--- src/rtl/cqd_pkg.sv ---
package cqd_pkg;

   localparam int DEPTH        = 16;
   localparam int RESULT_LIMIT = 16;
   localparam int CAP_LIMIT    = (DEPTH < RESULT_LIMIT) ? DEPTH : RESULT_LIMIT;

   localparam int WORD_W  = 32;
   localparam int CFG_W   = 5;
   localparam int IDX_W   = $clog2(DEPTH);
   localparam int PTR_W   = IDX_W + 1;
   localparam int CAP_W   = $clog2(CAP_LIMIT + 1);

   localparam logic [1:0] MODE_PUSH = 2'd0;
   localparam logic [1:0] MODE_POP  = 2'd1;
   localparam logic [1:0] MODE_VIEW = 2'd2;

   localparam logic [1:0] ST_DONE  = 2'd0;
   localparam logic [1:0] ST_FULL  = 2'd1;
   localparam logic [1:0] ST_EMPTY = 2'd2;

   typedef logic [IDX_W-1:0] idx_type;
   typedef logic [CAP_W-1:0] cap_type;

   // zero acts as one, anything above the usable limit saturates
   function automatic cap_type clamp_cap(input logic [CFG_W-1:0] v);
      cap_type r;
      if (v == '0) begin
         r = cap_type'(1);
      end else if (v > CFG_W'(CAP_LIMIT)) begin
         r = cap_type'(CAP_LIMIT);
      end else begin
         r = cap_type'(v);
      end
      return r;
   endfunction

   // index plus one, wrapping at the capacity in use
   function automatic idx_type wrap_inc(input idx_type i, input cap_type cap);
      logic [PTR_W-1:0] s;
      s = {1'b0, i} + PTR_W'(1);
      if (s == PTR_W'(cap)) begin
         return '0;
      end
      return s[IDX_W-1:0];
   endfunction

endpackage

--- src/rtl/cqd_ram.sv ---
module cqd_ram #(
   parameter int WIDTH = 32,
   parameter int DEPTH = 16
) (
   input  logic                     clock,
   input  logic                     wr_en,
   input  logic [$clog2(DEPTH)-1:0] wr_addr,
   input  logic [WIDTH-1:0]         wr_data,
   input  logic [$clog2(DEPTH)-1:0] rd_addr,
   output logic [WIDTH-1:0]         rd_data
);

   logic [WIDTH-1:0] mem_ff [DEPTH];

   always_ff @(posedge clock) begin
      if (wr_en) begin
         mem_ff[wr_addr] <= wr_data;
      end
      rd_data <= mem_ff[rd_addr];
   end

endmodule

--- src/rtl/circular_queue_with_dump.sv ---
// Circular queue of signed 32-bit words with a dump of its contents after every operation.
// Input: an operation is accepted at a clock edge with start high and busy low;
// req_mode selects push (req_push_value stored at the tail), pop (head dropped)
// or view. Mode 3 is ignored and gives no results.
// Output: each operation lists the queue from head to tail, one result per
// stored word, each shown for one cycle with rsp_strobe high and the last one
// marked by rsp_last. An empty queue gives one result with rsp_is_empty set.
// rsp_status is the same on every result of an operation (done, full, empty).
// Timing: the accepting edge moves the block to its dump state, where the read
// data and the strobe are registered together; the results follow one per cycle
// and busy drops after the last one. The rate is set by the single read port of
// the slot memory, walked by one index unit.
// Configuration: csr_wr_en with csr_wr_data sets the capacity (0 acts as 1,
// large values saturate at the built depth) and empties the queue; write only
// while busy is low. Reset empties the queue and sets the capacity to its max.
// The receiver cannot hold results off; every strobe is a transfer.
module circular_queue_with_dump (
   input  logic                         clock,
   input  logic                         reset,
   input  logic                         start,
   output logic                         busy,
   input  logic [1:0]                   req_mode,
   input  logic signed [cqd_pkg::WORD_W-1:0] req_push_value,
   output logic                         rsp_strobe,
   output logic [1:0]                   rsp_status,
   output logic                         rsp_is_empty,
   output logic signed [cqd_pkg::WORD_W-1:0] rsp_element,
   output logic                         rsp_last,
   input  logic                         csr_wr_en,
   input  logic [cqd_pkg::CFG_W-1:0]    csr_wr_data
);

   import cqd_pkg::*;

   localparam logic [1:0] S_IDLE = 2'd0;
   localparam logic [1:0] S_DUMP = 2'd1;
   localparam logic [1:0] S_WAIT = 2'd2;

   logic [1:0]  state_ff, state_in;
   idx_type     head_ff, head_in;
   idx_type     tail_ff, tail_in;
   idx_type     pos_ff, pos_in;
   logic        holds_ff, holds_in;
   cap_type     cap_ff, cap_in;
   logic        strobe_ff, strobe_in;
   logic        last_ff, last_in;
   logic        empty_ff, empty_in;
   logic [1:0]  status_ff, status_in;

   logic        accept;
   logic        op_valid;
   idx_type     inc_arg;
   idx_type     inc_out;
   logic        wr_en;
   idx_type     wr_addr;
   logic [WORD_W-1:0] rd_data;

   assign busy   = (state_ff != S_IDLE);
   assign accept = start & ~busy;

   // the one shared wrap-around incrementer
   assign inc_arg = (state_ff == S_DUMP) ? pos_ff
                  : ((req_mode == MODE_PUSH) ? tail_ff : head_ff);
   assign inc_out = wrap_inc(inc_arg, cap_ff);

   always_comb begin
      op_valid  = accept & (req_mode inside {MODE_PUSH, MODE_POP, MODE_VIEW});
      state_in  = state_ff;
      head_in   = head_ff;
      tail_in   = tail_ff;
      pos_in    = pos_ff;
      holds_in  = holds_ff;
      cap_in    = cap_ff;
      strobe_in = 1'b0;
      last_in   = 1'b0;
      empty_in  = empty_ff;
      status_in = status_ff;
      wr_en     = 1'b0;
      wr_addr   = inc_out;

      case (state_ff)
         S_IDLE: begin
            if (op_valid) begin
               status_in = ST_DONE;
               case (req_mode)
                  MODE_PUSH: begin
                     if (!holds_ff) begin
                        head_in  = '0;
                        tail_in  = '0;
                        holds_in = 1'b1;
                        wr_en    = 1'b1;
                        wr_addr  = '0;
                     end else if (inc_out == head_ff) begin
                        status_in = ST_FULL;
                     end else begin
                        tail_in = inc_out;
                        wr_en   = 1'b1;
                     end
                  end
                  MODE_POP: begin
                     if (!holds_ff) begin
                        status_in = ST_EMPTY;
                     end else if (head_ff == tail_ff) begin
                        head_in  = '0;
                        tail_in  = '0;
                        holds_in = 1'b0;
                     end else begin
                        head_in = inc_out;
                     end
                  end
                  default: begin
                  end
               endcase
               pos_in   = head_in;
               state_in = S_DUMP;
            end
         end
         S_DUMP: begin
            strobe_in = 1'b1;
            if (!holds_ff) begin
               last_in  = 1'b1;
               empty_in = 1'b1;
               state_in = S_WAIT;
            end else begin
               // read issued at pos_ff, data shows up with the strobe next cycle
               empty_in = 1'b0;
               last_in  = (pos_ff == tail_ff);
               pos_in   = inc_out;
               if (pos_ff == tail_ff) begin
                  state_in = S_WAIT;
               end
            end
         end
         S_WAIT: begin
            state_in = S_IDLE;
         end
         default: begin
            state_in = S_IDLE;
         end
      endcase

      // capacity write empties the queue
      if (csr_wr_en) begin
         cap_in   = clamp_cap(csr_wr_data);
         head_in  = '0;
         tail_in  = '0;
         holds_in = 1'b0;
      end
   end

   always_ff @(posedge clock) begin
      if (reset) begin
         state_ff  <= S_IDLE;
         head_ff   <= '0;
         tail_ff   <= '0;
         holds_ff  <= 1'b0;
         cap_ff    <= clamp_cap(CFG_W'(RESULT_LIMIT));
         strobe_ff <= 1'b0;
      end else begin
         state_ff  <= state_in;
         head_ff   <= head_in;
         tail_ff   <= tail_in;
         holds_ff  <= holds_in;
         cap_ff    <= cap_in;
         strobe_ff <= strobe_in;
      end
      pos_ff    <= pos_in;
      last_ff   <= last_in;
      empty_ff  <= empty_in;
      status_ff <= status_in;
   end

   cqd_ram #(
      .WIDTH (WORD_W),
      .DEPTH (DEPTH)
   ) u_slots (
      .clock   (clock),
      .wr_en   (wr_en),
      .wr_addr (wr_addr),
      .wr_data (req_push_value),
      .rd_addr (pos_ff),
      .rd_data (rd_data)
   );

   assign rsp_strobe   = strobe_ff;
   assign rsp_status   = status_ff;
   assign rsp_is_empty = empty_ff;
   assign rsp_last     = last_ff;
   assign rsp_element  = empty_ff ? '0 : $signed(rd_data);

   a_strobe_busy : assert property (@(posedge clock) disable iff (reset)
      rsp_strobe |-> busy)
      else $error("result transfer outside an operation");

   a_last_ends : assert property (@(posedge clock) disable iff (reset)
      rsp_strobe && rsp_last |=> !rsp_strobe && !busy)
      else $error("results continue after last");

   a_empty_single : assert property (@(posedge clock) disable iff (reset)
      rsp_strobe && rsp_is_empty |-> rsp_last)
      else $error("empty result not marked last");

   a_op_starts : assert property (@(posedge clock) disable iff (reset)
      start && !busy && (req_mode == MODE_PUSH || req_mode == MODE_POP
                         || req_mode == MODE_VIEW) |=> busy)
      else $error("accepted operation did not start");

endmodule

--- config.mk ---
export PLATFORM = sky130hd
export DESIGN_NAME = circular_queue_with_dump
export DESIGN_NICKNAME = d
export VERILOG_FILES = /design/src/rtl/cqd_pkg.sv /design/src/rtl/cqd_ram.sv /design/src/rtl/circular_queue_with_dump.sv
export SDC_FILE = /design/constraint.sdc
export NUM_CORES = 1
export LEC_CHECK = 0
export CAP_MARGIN = 40
export CORE_AREA = 2 2 315 286
export CTS_BUF_LIST = sky130_fd_sc_hd__clkbuf_8
export CTS_CLUSTER_DIAMETER = 50
export DETAILED_ROUTE_END_ITERATION = 10
export DIE_AREA = 0 0 317 288
export DONT_BUFFER_PORTS = 1
export REMOVE_ABC_BUFFERS = 1
export SYNTH_ARGS = -nofsm -noshare
export SYNTH_HDL_FRONTEND = slang
export SYNTH_SLANG_ARGS = --single-unit
--- constraint.sdc ---
create_clock -name clock -period 7.1 [get_ports clock]
set_input_delay 0.355 -clock clock [delete_from_list [all_inputs] [get_ports clock]]
set_output_delay 0.355 -clock clock [all_outputs]
set_load 0.05 [all_outputs]
### After elaboration in Yosys (flattened, before gate mapping)

Memories as Yosys holds them, arrays and structs flattened. A register that Yosys moved wholly into a read port is not among the register bits.
Index checks and enable logic that the tools add are counted.

* add/sub/neg operators: 1
* magnitude comparators: 1
* eq/ne operators: 13
* muxes and demuxes: 45
* bitwise gates (word level): 3
* reduce and logical (&&, ||, !) cells: 13

Operators by type and width (count)
* $mux W4: 17
* $mux W32: 1
* $pmux W4 S2: 3
* $mux W1: 15
* $eq A4 B4 Y1: 3
* $mux W5: 2
* $mux W2: 4
* $pmux W2 S2: 2
* $ne A2 B2 Y1 const B: 3
* $reduce_and A3 Y1: 2
* $reduce_and A6 Y1: 1
* $reduce_bool A2 Y1: 3
* $add A4 B1 Y5 const B: 1
* $eq A5 B5 Y1: 1
* $gt A5 B5 Y1 const B: 1
* $logic_not A5 Y1: 1
* $eq A2 B1 Y1 const B: 2
* $logic_not A2 Y1: 2
* $reduce_and A2 Y1: 2
* $ne A3 B2 Y1 const B: 1
* $ne A3 B3 Y1 const B: 1
* $reduce_bool A3 Y1: 1
* $and A1 B1 Y1: 2
* $eq A2 B2 Y1 const B: 1
* 4 further kinds: 4

* flip-flop bits (word level): 25
* memory bits (writable): 512
* input bits: 43
* output and inout bits: 38
* logic and storage cells: 87
* memories: 1

Memories
* u_slots.mem_ff: words 16, bits a word 32, rd ports 1, clocked after Yosys merged registers in 1, write ports 1, RTL line cqd_ram.sv:13 `logic [WIDTH-1:0] mem_ff [DEPTH];`

### Longest topological paths before layout

Gate-level depths: netlist (run 1).

* depth after elaboration: 15
* gate-level depth with buffers: 17
* mapped depth without buffers: 14

### Modules after synthesis

Synthesis (run 1) repeated with hierarchy kept, for this count alone.

* cell total of the unflattened synthesis: 1093
* area, all modules: 21847.2 um^2

Modules (own cells, without submodules)
* cqd_ram: times used 1, cells an instance 838, area an instance 19835.3 um^2, seq. area each 16015.4 um^2
* circular_queue_with_dump: times used 1, cells an instance 255, area an instance 2011.9 um^2, seq. area each 570.5 um^2

### Worst setup path before layout (run 1)

No wires, ideal clock.

* path kind: flip-flop to flip-flop
* from: reg pos_ff[1]
* to: mem u_slots.mem_ff[1][0] (enable)
* setup time: 0.461 ns
* data arrival time: 5.487 ns
* required time: 6.639 ns
* setup slack: 1.152 ns
* stages on the path, launching flop included: 17
* path buffers: 5
* period minus slack after synthesis: 5.948 ns
* path through: edfxtp_1 > clkbuf_1 > clkbuf_1 > clkbuf_1 > nand2_1 > o21ai_0 > ha_1 > buf_2 > nor2b_1 > nand2_1 > or3_1 > a311oi_4 > a31oi_2 > xnor2_1 > and3_1 > buf_6 > nor3_1

* cells in the longest elaborated chain, start to end: 13
* elaborated cells on any way between the ends: 17
* classes of those cells: add/sub: 1; eq/ne: 2; mux: 14

RTL lines
* from (decl): RTL line circular_queue_with_dump.sv:42 `idx_type pos_ff, pos_in;`
* from (signal assigned): RTL line circular_queue_with_dump.sv:167 `pos_ff <= pos_in;`
* $mux W4 (*): RTL line circular_queue_with_dump.sv:62 `assign inc_arg = (state_ff == S_DUMP) ? pos_ff`
* $add A4 B1 Y5 (*): RTL line cqd_pkg.sv:40 `s = {1'b0, i} + PTR_W'(1);`
* $eq A5 B5 Y1: RTL line cqd_pkg.sv:41 `if (s == PTR_W'(cap)) begin`
* $mux W1: RTL line cqd_pkg.sv:41
* $mux W4 (*): RTL line cqd_pkg.sv:44 `return s[IDX_W-1:0];`
* $eq A4 B4 Y1: RTL line circular_queue_with_dump.sv:93 `end else if (inc_out == head_ff) begin`
* $mux W1: RTL line circular_queue_with_dump.sv:93
* $mux W1: RTL line circular_queue_with_dump.sv:87 `if (!holds_ff) begin`
* $mux W1: RTL line circular_queue_with_dump.sv:85 `case (req_mode)`
* $mux W1: RTL line circular_queue_with_dump.sv:83 `if (op_valid) begin`
* $mux W1: RTL line circular_queue_with_dump.sv:81 `case (state_ff)`
* $mux W1: RTL line cqd_ram.sv:16 `if (wr_en) begin`
* $mux W1 (implied by the code): RTL line cqd_ram.sv:17 `mem_ff[wr_addr] <= wr_data;`
* to (decl): RTL line cqd_ram.sv:13

Every way passes the cells marked *; elsewhere a longest branch is shown, timed or not.

### Final worst setup path (run 1)

* from: reg tail_ff[0]
* to: mem u_slots.mem_ff[6][31] (enable)

* cells in the longest elaborated chain, start to end: 14
* elaborated cells on any way between the ends: 18
* classes of those cells: add/sub: 1; eq/ne: 2; mux: 15

RTL lines
* from (decl): RTL line circular_queue_with_dump.sv:41 `idx_type tail_ff, tail_in;`
* from (signal assigned): RTL line circular_queue_with_dump.sv:162 `tail_ff <= tail_in;`
* $mux W4 (*): RTL line circular_queue_with_dump.sv:63 `: ((req_mode == MODE_PUSH) ? tail_ff : head_ff);`
* $mux W4 (*): RTL line circular_queue_with_dump.sv:62
* $add A4 B1 Y5 (*): RTL line cqd_pkg.sv:40
* $eq A5 B5 Y1: RTL line cqd_pkg.sv:41
* $mux W1: RTL line cqd_pkg.sv:41
* $mux W4 (*): RTL line cqd_pkg.sv:44
* $eq A4 B4 Y1: RTL line circular_queue_with_dump.sv:93
* $mux W1: RTL line circular_queue_with_dump.sv:93
* $mux W1: RTL line circular_queue_with_dump.sv:87
* $mux W1: RTL line circular_queue_with_dump.sv:85
* $mux W1: RTL line circular_queue_with_dump.sv:83
* $mux W1: RTL line circular_queue_with_dump.sv:81
* $mux W1: RTL line cqd_ram.sv:16
* $mux W1 (implied by the code): RTL line cqd_ram.sv:17

Marks and branches as above.

==> impl_results.md, run 1 <==
- Seq cells post-synth: 569
- Post-CTS Hold Buffers: between 40 and 50
- Hold_sp: req_mode[1]
- Pwr per Cell Area: ~260 nW/um^2
- Worst reg2reg setup slack: 1.71 ns
- Outcome: finished, final reports clean
- R2r worst-path depth: 13
- Initial antenna violation count: 5
- Place WS: 1.73 ns
- Starting density of the core: roughly 25%
- Post-CTS Setup Bufs: 0
- Via-per-instance ratio: 4.39
- Final Skew: a little under 0.06 ns
- CTS max path bufs: 3
- Util after Layout: between 20% and 30%
- Drt first-iter violations: around 950
- Sequential area share after synthesis: between 70% and 80%
- Post-synth top cells: 519 x edfxtp_1, 160 x mux4_2, 50 x dfxtp_1, 36 x nor2b_1
- Static Leak: 8.06 nW
- Startpoint types: flip-flop
- Cell count after synthesis: ~1000
- Clock root cell: clkbuf_8
- CP required: roughly 7.4 ns
- Fin crit period: about 5.4 ns
- CP max stage delay: ~0.59 ns
- CTS tree: done
- Area Growth Syn to Fin: 19.2%
- Worst path cell trace: or3b_4, a31oi_4, ha_1, nor2b_1, nand2_1, or3_1, a311oi_4, a31oi_2, xnor2_1, and3_1, or4_4, nor2_4, buf_4
- Fmax: between 0.15 and 0.2 GHz
- Worst slew pin tran: between 0.9 and 1 ns
- Setup crit end kind: flip-flop
- Clock Latency Late Sink: between 0.6 and 0.7 ns
- Largest net degree at the start of global routing: roughly 110
- Worst Hold Class: primary input to flip-flop
- Setup violators final: 0
- Area contributors post-synth: edfxtp_1 72%, mux4_2 17%, dfxtp_1 4.6%
- Worst flop-to-flop path startpoint: tail_ff[0]
- Die H: 288 um
- Hold WS: between 0.1 and 0.15 ns
- Routed vias: a little over 10000
- Setup ws final: between 1.5 and 2 ns
- Nets: around 1200
- Post-route antenna net violation count: 0
- Post-synthesis cell type count: between 60 and 70
- RSZ-0062 raised after global routing: false
- Hold path cells: 2
- Reg clk slew, reported paths: approximately 0.070 ns
- Die X: ~320 um
- Asr flop ratio synth: 0%
- Max VDD drop: around 120 uV
- GPL Wtd Cong: between 0.8 and 0.9
- Top-area cell type share of the netlist area: ~70%
- Gates resized, CTS repair: 0
- DRC: 0
- Pre-Repair DR Iteration Count: 5
- Global Route Usage Sum: 10.7%
- Cell with the most instances after synthesis: edfxtp_1
- Layout cells sized above 1: roughly 31%
- I/O Pins: 81
- Kind of critical path: flip-flop to flip-flop
- Yosys warns: 0
- Min-Delay Endpoint: rsp_status[1]
- Synth Cell Area: 21800 um^2
- Relative slew slack: between 30 and 40%
- Worst-path maximum fanout: 17
- CTS Buf Count: 90
- Reg2reg end: u_slots.mem_ff[6][31]
- Post-synthesis area per instance: around 22 um^2
- Critical Path AT: roughly 5.7 ns
- CP bufs+invs: 1
- Final Hold Viols: 0
- # clock sinks: between 500 and 600
- Post-synth EDFFs: 519
- H-Tree Level Count: 3
- Synth area leader: edfxtp_1
- Final Max Tran Viols: 0
- Die area: slightly above 90000 um^2
- Final period util: about 76%
- Cell family with most CP delay: simple AND/OR/NAND/NOR gates
- Main synth FF type: edfxtp_1
- Drt wl/cell: 20.4 um
- TNS Setup: 0 ns
- Hpwl dp: about 30000 um
- Cell Rows: ~100
- Global-route wire length before repair: just over 70000 um
- CP max-delay cell: nor2_4
- Congestion Overflow GR: 0
- Max-cap violations: 0
- Number of global-route vias before repair: around 11000
- Routed WL: 48200 um
- Core area: 88400 um^2
- Port buffer count: 0
[how the worst max path moves through the flow]
stage                     depth (start not counted)        from                      to
after detailed placement                         13  tail_ff[0]    u_slots.mem_ff[6][4]
after global routing                             13  tail_ff[0]   u_slots.mem_ff[0][24]
after floorplan                                  11   pos_ff[0]    u_slots.mem_ff[1][0]
after CTS                                        13  tail_ff[0]   u_slots.mem_ff[6][31]
after global placement                           12  tail_ff[0]  u_slots.mem_ff[12][11]
final                                            13  tail_ff[0]   u_slots.mem_ff[6][31]
[sequential cells by signal, summed over array words and instances, names as in the netlist]
| signal | cells |
|---|---|
| head_ff | 4 |
| u_slots.rd_data | 32 |
| rsp_status | 2 |
| rsp_is_empty | 1 |
| rsp_last | 1 |
| pos_ff | 4 |
| u_slots.mem_ff | 512 |
| rsp_strobe | 1 |
| holds_ff | 1 |
| tail_ff | 4 |
| state_ff | 2 |
| cap_ff | 5 |
[per-layer routing]
metal	vias up	part of all wire [%]	GRT usage (%)
li1	4417	-	-
met1	5498	46	15.1
met2	378	46	16.2
met3	76	6.8	3.15
met4	8	1.6	2.61
met5	-	0.12	0
[cells by family after synthesis]
logic type	count (synthesis)	synth area share (%)
DFF	569	76.1
and+or+nand+nor	124	3.27
xor gates and xnor gates	18	0.787
AOI/OAI and AO/OA	50	1.95
muxes	163	16.7
buffers and inverters	59	1.15
adders and majority gates	1	0.0574
[placed cells by master, fill, tap and decap left out, drive strengths merged, types with 8 or more instances in the layout]
cell type    instances
nand2               10
clkinv              29
mux4               160
dfxtp               50
a21oi               11
nor3                10
buf                 60
clkbuf             100
xnor2               10
dlygate4sd3         46
edfxtp             519
nor2b               36
inv                 34
nor2                35
a22o                 8
[power breakdown]
group	internal, mW	switching [mW]	leakage, nW
Combinational	0.179	0.237	2.01
Sequential	3.69	0.0167	5.09
Clock	1.34	1.27	0.962
Total	5.20	1.52	8.06
[through the flow]
| step | total power [mW] | instance area, um^2 | instances |
|---|---|---|---|
| finish | 6.72 | 26000 | 2366 |
| global route | 6.99 | 26000 | 2365 |
| CTS | 6.82 | 26000 | 2365 |
| detailed placement | 4.14 | 23800 | 2157 |
| global placement | 4.12 | 23300 | 2115 |
| floorplan | 4.06 | 21600 | 931 |
[layout make-up]
class                   instances  area (um^2)
multi-input cells             356         5070
diodes                          1         2.50
clock inverters                62          327
inverters                       6         22.5
well taps                    1166         1460
flip-flops and latches        569        16600
fillers                      8543        62400
clock buffers                 100         1380
repair buffers                106         1130
Power figures use the tool's default switching activity.
==> inputs of run 2 (changes only) <==
==> constraint.sdc (replaced) <==
create_clock -name clock -period 4.6 [get_ports clock]
set_input_delay 0.23 -clock clock [delete_from_list [all_inputs] [get_ports clock]]
set_output_delay 0.23 -clock clock [all_outputs]
set_load 0.05 [all_outputs]
==> impl_results.md, run 2 (synthesized netlist as in run 1, its figures left out) <==
- Layout cells sized above 1: 30.5% (was 30.9%)
- Clock Latency Late Sink: 0.66 ns (was 0.68 ns)
- CP required: 4.94 ns (was 7.43 ns)
- Congestion Overflow GR: 0 (unchanged)
- H-Tree Level Count: 3 (unchanged)
- Worst path cell trace: or3b_4, a31oi_4, ha_1, nor2b_1, nand2_1, or3_1, a311oi_4, a31oi_2, xnor2_1, and3_1, or4_4, nor3_4, buf_12 (was or3b_4, a31oi_4, ha_1, nor2b_1, nand2_1, or3_1, a311oi_4, a31oi_2, xnor2_1, and3_1, or4_4, nor2_4, buf_4)
- I/O Pins: 81 (unchanged)
- Number of global-route vias before repair: 11000 (was 10900)
- Final Skew: 0.0330 ns (was 0.0578 ns)
- # clock sinks: 569 (unchanged)
- Via-per-instance ratio: 4.34 (was 4.39)
- CTS Buf Count: 89 (was 90)
- Reg clk slew, reported paths: 0.06 ns (was 0.07 ns)
- Hold WS: 0.102 ns (was 0.115 ns)
- Worst Hold Class: primary input to flip-flop (unchanged)
- Die X: 317 um (unchanged)
- Global Route Usage Sum: 10.6% (was 10.7%)
- Fin crit period: 4.35 ns (was 5.39 ns)
- Routed vias: 10300 (was 10400)
- Pwr per Cell Area: 397 nW/um^2 (was 259 nW/um^2)
- CTS max path bufs: 3 (unchanged)
- Die area: 91300 um^2 (unchanged)
- Setup crit end kind: flip-flop (unchanged)
- Final Hold Viols: 0 (unchanged)
- Max-cap violations: 0 (unchanged)
- Area Growth Syn to Fin: 19.7% (was 19.2%)
- Most flops, register: u_slots.mem_ff (unchanged)
- Placed cell area: 23900 um^2 (was 23800 um^2)
- Starting density of the core: 24.7% (unchanged)
- Final Max Tran Viols: 0 (unchanged)
- Cell Rows: 104 (unchanged)
- Worst-path maximum fanout: 32 (was 17)
- Setup violators final: 0 (unchanged)
- Worst slew pin tran: 0.852 ns (was 0.966 ns)
- Core area: 88400 um^2 (unchanged)
- Nets: 1183 (was 1173)
- Relative slew slack: 43.2% (was 35.6%)
- Drt first-iter violations: 935 (was 947)
- Startpoint types: flip-flop (unchanged)
- Final period util: 94.6% (was 76.0%)
- Die H: 288 um (unchanged)
- Static Leak: 8.17 nW (was 8.06 nW)
- Pre-Repair DR Iteration Count: 5 (unchanged)
- Routed WL: 48100 um (was 48200 um)
- Fmax: 0.230 GHz (was 0.185 GHz)
- Fin area: 26100 um^2 (was 26000 um^2)
- CP max-delay cell: or4_4 (was nor2_4)
- Ant diodes: 0 (was 1)
- Global-route wire length before repair: 71500 um (was 72300 um)
- GPL Wtd Cong: 0.849 (was 0.897)
- Hpwl dp: 28600 um (was 29600 um)
- Initial antenna violation count: 5 (unchanged)
- Drt wl/cell: 20.2 um (was 20.4 um)
- Critical Path AT: 4.69 ns (was 5.73 ns)
- Max VDD drop: 174 uV (was 122 uV)
- RSZ-0062 raised after global routing: false (unchanged)
- CP max stage delay: 0.60 ns (was 0.59 ns)
- CTS tree: done (unchanged)
- Most frequent cells in the layout: 519 x edfxtp_1, 160 x mux4_2, 92 x clkbuf_8 (was 519 x edfxtp_1, 160 x mux4_2, 100 x clkbuf_8)
- Clock root cell: clkbuf_8 (unchanged)
- Commonest non-fill, non-tap cell in the layout: edfxtp_1 (unchanged)
- Port buffer count: 0 (unchanged)
- Max reg flops: 512 (unchanged)
- Kind of critical path: flip-flop to flip-flop (unchanged)
- Outcome: finished, final reports clean (unchanged)
- Largest registers: u_slots.mem_ff: 512 flops, u_slots.rd_data: 32 flops, cap_ff: 5 flops (unchanged)
- Post-route antenna net violation count: 0 (unchanged)
- Largest net degree at the start of global routing: 58 (was 105)
- DRC: 0 (unchanged)
==> run 2: changes by cell type in the layout (fill, tap and decap cells not counted), moves of 2 or more <==
cell        before  now
clkinvlp_4       4    1
buf_12           1   15
buf_6            3    0
clkbuf_8       100   92
buf_4           46   52
clkinv_1        18   15
buf_16          10    4
clkinv_2         8    5
bufinv_16        1    3
inv_1           32   50
==> run 2: report_power, final <==
part	switching [mW]	total (mW)	internal (mW)
clock	1.93	3.97	2.05
combinational	0.369	0.654	0.285
sequential	0.0292	5.72	5.69
==> run 2: worst max-delay path: cells and delay by family (launching register included) <==
family | cells | cell delay, ns
AND/OR/NAND/NOR | 7 | 2.08
AO/OA/AOI/OAI | 3 | 0.87
flip-flops | 1 | 0.41
buffers and inverters | 1 | 0.26
adder cells (fa/ha/maj) | 1 | 0.21
XOR/XNOR | 1 | 0.17
==> run 2: layout make-up <==
class,count,area [um^2]
Fill cell,8513,62300
Sequential cell,569,16600
Multi-Input combinational cell,356,5070
Tap cell,1166,1460
Clock buffer,92,1270
Timing Repair Buffer,117,1260
Clock inverter,74,414
Inverter,6,22.5
==> run 2: timing repair <==
action,4_1_cts,5_1_grt
hold buffers,46,0
endpoints found under the setup margin,0,43
setup buffers,0,1
gates resized for setup,0,1
hold endpoints to repair,530,0
==> run 2: routing by layer <==
| metal | routed length (um) | up-vias | GRT usage [%] |
|---|---|---|---|
| met5 | 47 | - | 0 |
| met4 | 636 | 8 | 2.46 |
| met3 | 2970 | 63 | 2.79 |
| met2 | 22000 | 332 | 16.0 |
| met1 | 22400 | 5480 | 15.1 |
| li1 | - | 4446 | - |
==> run 2: final timing paths <==
kind / to / slack (ns) / depth (start not counted) / start
setup / recovery: u_slots.mem_ff[4][17] / 0.25 / 13 / tail_ff[0]
hold / removal: state_ff[0] / 0.10 / 4 / req_mode[0]
setup reg to reg: u_slots.mem_ff[4][17] / 0.25 / 13 / tail_ff[0]
hold reg to reg: tail_ff[0] / 0.62 / 1 / tail_ff[0]
==> run 2: metrics by stage <==
| stage | utilization, % | worst slack (ns) | cells | setup TNS, ns | total power [mW] |
|---|---|---|---|---|---|
| floorplan | - | -5.80 | 931 | -2880.43 | 6.27 |
| global placement | 26.7 | 0.232 | 2132 | 0 | 6.36 |
| detailed placement | 27.1 | 0.205 | 2167 | 0 | 6.40 |
| CTS | 29.5 | 0.191 | 2379 | 0 | 10.5 |
| global route | 29.5 | 0.0503 | 2380 | 0 | 10.8 |
| finish | 29.5 | 0.250 | 2380 | 0 | 10.3 |
==> inputs of run 3 (changes only) <==
--- a/config.mk
+++ b/config.mk
@@ -12,7 +12,9 @@
 export DETAILED_ROUTE_END_ITERATION = 10
 export DIE_AREA = 0 0 317 288
 export DONT_BUFFER_PORTS = 1
+export RECOVER_POWER = 25
 export REMOVE_ABC_BUFFERS = 1
+export SLEW_MARGIN = 20
 export SYNTH_ARGS = -nofsm -noshare
 export SYNTH_HDL_FRONTEND = slang
 export SYNTH_SLANG_ARGS = --single-unit
==> impl_results.md, run 3 (synthesized netlist as in run 1, its figures left out) <==
- Outcome: finished, final reports clean (unchanged)
- Starting density of the core: 24.7% (unchanged)
- CTS max path bufs: 3 (unchanged)
- Gates resized, CTS repair: 0 (unchanged)
- Max VDD drop: 209 uV (was 174 uV)
- Largest registers: u_slots.mem_ff: 512 flops, u_slots.rd_data: 32 flops, cap_ff: 5 flops (unchanged)
- GPL Wtd Cong: 0.849 (unchanged)
- Util after Layout: 29.6% (was 29.5%)
- Nets: 1184 (was 1183)
- CP bufs+invs: 2 (was 1)
- Hpwl dp: 28700 um (was 28600 um)
- Global-route wire length before repair: 72200 um (was 71500 um)
- Worst Hold Class: primary input to flip-flop (unchanged)
- Cell family with most CP delay: simple AND/OR/NAND/NOR gates (unchanged)
- CP Capture Point: u_slots.mem_ff[4][3] (was u_slots.mem_ff[4][17])
- Static Leak: 8.16 nW (was 8.17 nW)
- Pre-Repair DR Iteration Count: 5 (unchanged)
- Port buffer count: 0 (unchanged)
- CTS tree: done (unchanged)
- Number of global-route vias before repair: 11100 (was 11000)
- I/O Pins: 81 (unchanged)
- Global Route Usage Sum: 10.6% (about the same)
- Largest net degree at the start of global routing: 58 (unchanged)
- Clock root cell: clkbuf_8 (unchanged)
- Critical Path AT: 4.66 ns (was 4.69 ns)
- Drt wl/cell: 20.3 um (was 20.2 um)
- CP max-delay cell: or4_4 (unchanged)
- H-Tree Level Count: 3 (unchanged)
- Max reg flops: 512 (unchanged)
- Layout cells sized above 1: 31.0% (was 30.5%)
- Non-filler cells, final: 2383 (was 2380)
- Area Growth Syn to Fin: 19.8% (was 19.7%)
- Fin crit period: 4.34 ns (was 4.35 ns)
- Worst slew pin tran: 0.840 ns (was 0.852 ns)
- Most flops, register: u_slots.mem_ff (unchanged)
- Max-cap violations: 0 (unchanged)
- TNS Setup: 0 ns (unchanged)
- Reg clk slew, reported paths: 0.06 ns (about the same)
- Reg2reg end: u_slots.mem_ff[4][3] (was u_slots.mem_ff[4][17])
- Final Skew: 0.0430 ns (was 0.0330 ns)
- Die H: 288 um (unchanged)
- Congestion Overflow GR: 0 (unchanged)
- CP required: 4.92 ns (was 4.94 ns)
- Worst-path maximum fanout: 32 (unchanged)
- Hold_sp: reset (was req_mode[0])
- Worst flop-to-flop path startpoint: tail_ff[0] (unchanged)
- Clock Latency Late Sink: 0.67 ns (was 0.66 ns)
- Routed WL: 48400 um (was 48100 um)
- Pwr per Cell Area: 397 nW/um^2 (about the same)
- Relative slew slack: 43.5% (was 43.2%)
- Via-per-instance ratio: 4.36 (was 4.34)
- Fmax: 0.230 GHz (about the same)
- R2r worst-path depth: 14 (was 13)
- Cells after DPL: 2167 (unchanged)
- Final Max Tran Viols: 0 (unchanged)
- Cell Rows: 104 (unchanged)
- Setup crit start: tail_ff[0] (unchanged)
- Worst path cell trace: or3b_4, a31oi_4, ha_1, buf_4, nand2_1, a2111oi_0, a2111oi_2, o21ai_2, a31oi_2, xnor2_1, and3_1, or4_4, nor3_4, buf_12 (was or3b_4, a31oi_4, ha_1, nor2b_1, nand2_1, or3_1, a311oi_4, a31oi_2, xnor2_1, and3_1, or4_4, nor3_4, buf_12)
- Initial antenna violation count: 5 (unchanged)
- Cell count along the critical path: 14 (was 13)
- Most frequent cells in the layout: 519 x edfxtp_1, 160 x mux4_2, 97 x clkbuf_8 (was 519 x edfxtp_1, 160 x mux4_2, 92 x clkbuf_8)
- DRC: 0 (unchanged)
- Setup violators final: 0 (unchanged)
- Setup crit end kind: flip-flop (unchanged)
- Post-route antenna net violation count: 0 (unchanged)
- Routed vias: 10400 (was 10300)
- RSZ-0062 raised after global routing: false (unchanged)
- Final Hold Viols: 0 (unchanged)
- CP max stage delay: 0.59 ns (was 0.60 ns)
- Die area: 91300 um^2 (unchanged)
- CTS Buf Count: 89 (unchanged)
- Drt first-iter violations: 894 (was 935)
- Hold WS: 0.0606 ns (was 0.102 ns)
- Worst reg2reg setup slack: 0.26 ns (was 0.25 ns)
- Kind of critical path: flip-flop to flip-flop (unchanged)
- # clock sinks: 569 (unchanged)
- Die X: 317 um (unchanged)
- Commonest non-fill, non-tap cell in the layout: edfxtp_1 (unchanged)
- Startpoint types: flip-flop (unchanged)
- Final period util: 94.4% (was 94.6%)
- Core area: 88400 um^2 (unchanged)
[run 3: through the flow]
step / setup WS (ns) / instance area (um^2) / power [mW]
CTS: 0.189 / 26100 / 10.5
global placement: 0.232 / 23600 / 6.36
floorplan: -5.80 / 21600 / 6.27
detailed placement: 0.226 / 23900 / 6.40
global route: 0.00450 / 26100 / 10.8
finish: 0.259 / 26100 / 10.4
[run 3: routing by layer]
layer | vias up | global-route usage (%) | wire length [um]
met4 | 10 | 2.41 | 746
met2 | 286 | 15.8 | 22000
met5 | - | 0 | 59
li1 | 4452 | - | -
met3 | 73 | 3.01 | 2960
met1 | 5571 | 15.3 | 22600
[run 3: layout make-up]
cell class / instances / area, um^2
tap: 1166 / 1460
sequential: 569 / 16600
clock buffer: 97 / 1340
timing repair buffer: 118 / 1280
antenna: 1 / 2.50
clock inverter: 70 / 355
fill: 8475 / 62200
inverter: 6 / 22.5
multi-input combinational: 356 / 5070
[run 3: how the worst min path moves through the flow]
stage,end,slack (ns),cells after the start
global route,tail_ff[2],0.04,4
floorplan,cap_ff[0],0.30,1
global placement,cap_ff[0],0.30,1
CTS,tail_ff[2],0.004,4
detailed placement,cap_ff[0],0.30,1
finish,tail_ff[2],0.06,4
[run 3: timing repair]
action / in CTS / in global routing
endpoints found under the setup margin: 0 / 157
buffers inserted: 0 / 1
hold endpoints to repair: 529 / 0
hold buffers: 46 / 0
[run 3: report_power, final]
group / total [mW] / internal (mW) / switching [mW]
registers: 5.72 / 5.69 / 0.0289
logic: 0.656 / 0.287 / 0.369
clock network: 3.98 / 2.02 / 1.95
total: 10.4 / 8.00 / 2.35
[run 3: worst min-delay path, cell delays in order]
cell and delay, ns:
nor2_1 0.03, nand3_1 0.11, nor3_1 0.11, a22o_1 0.19
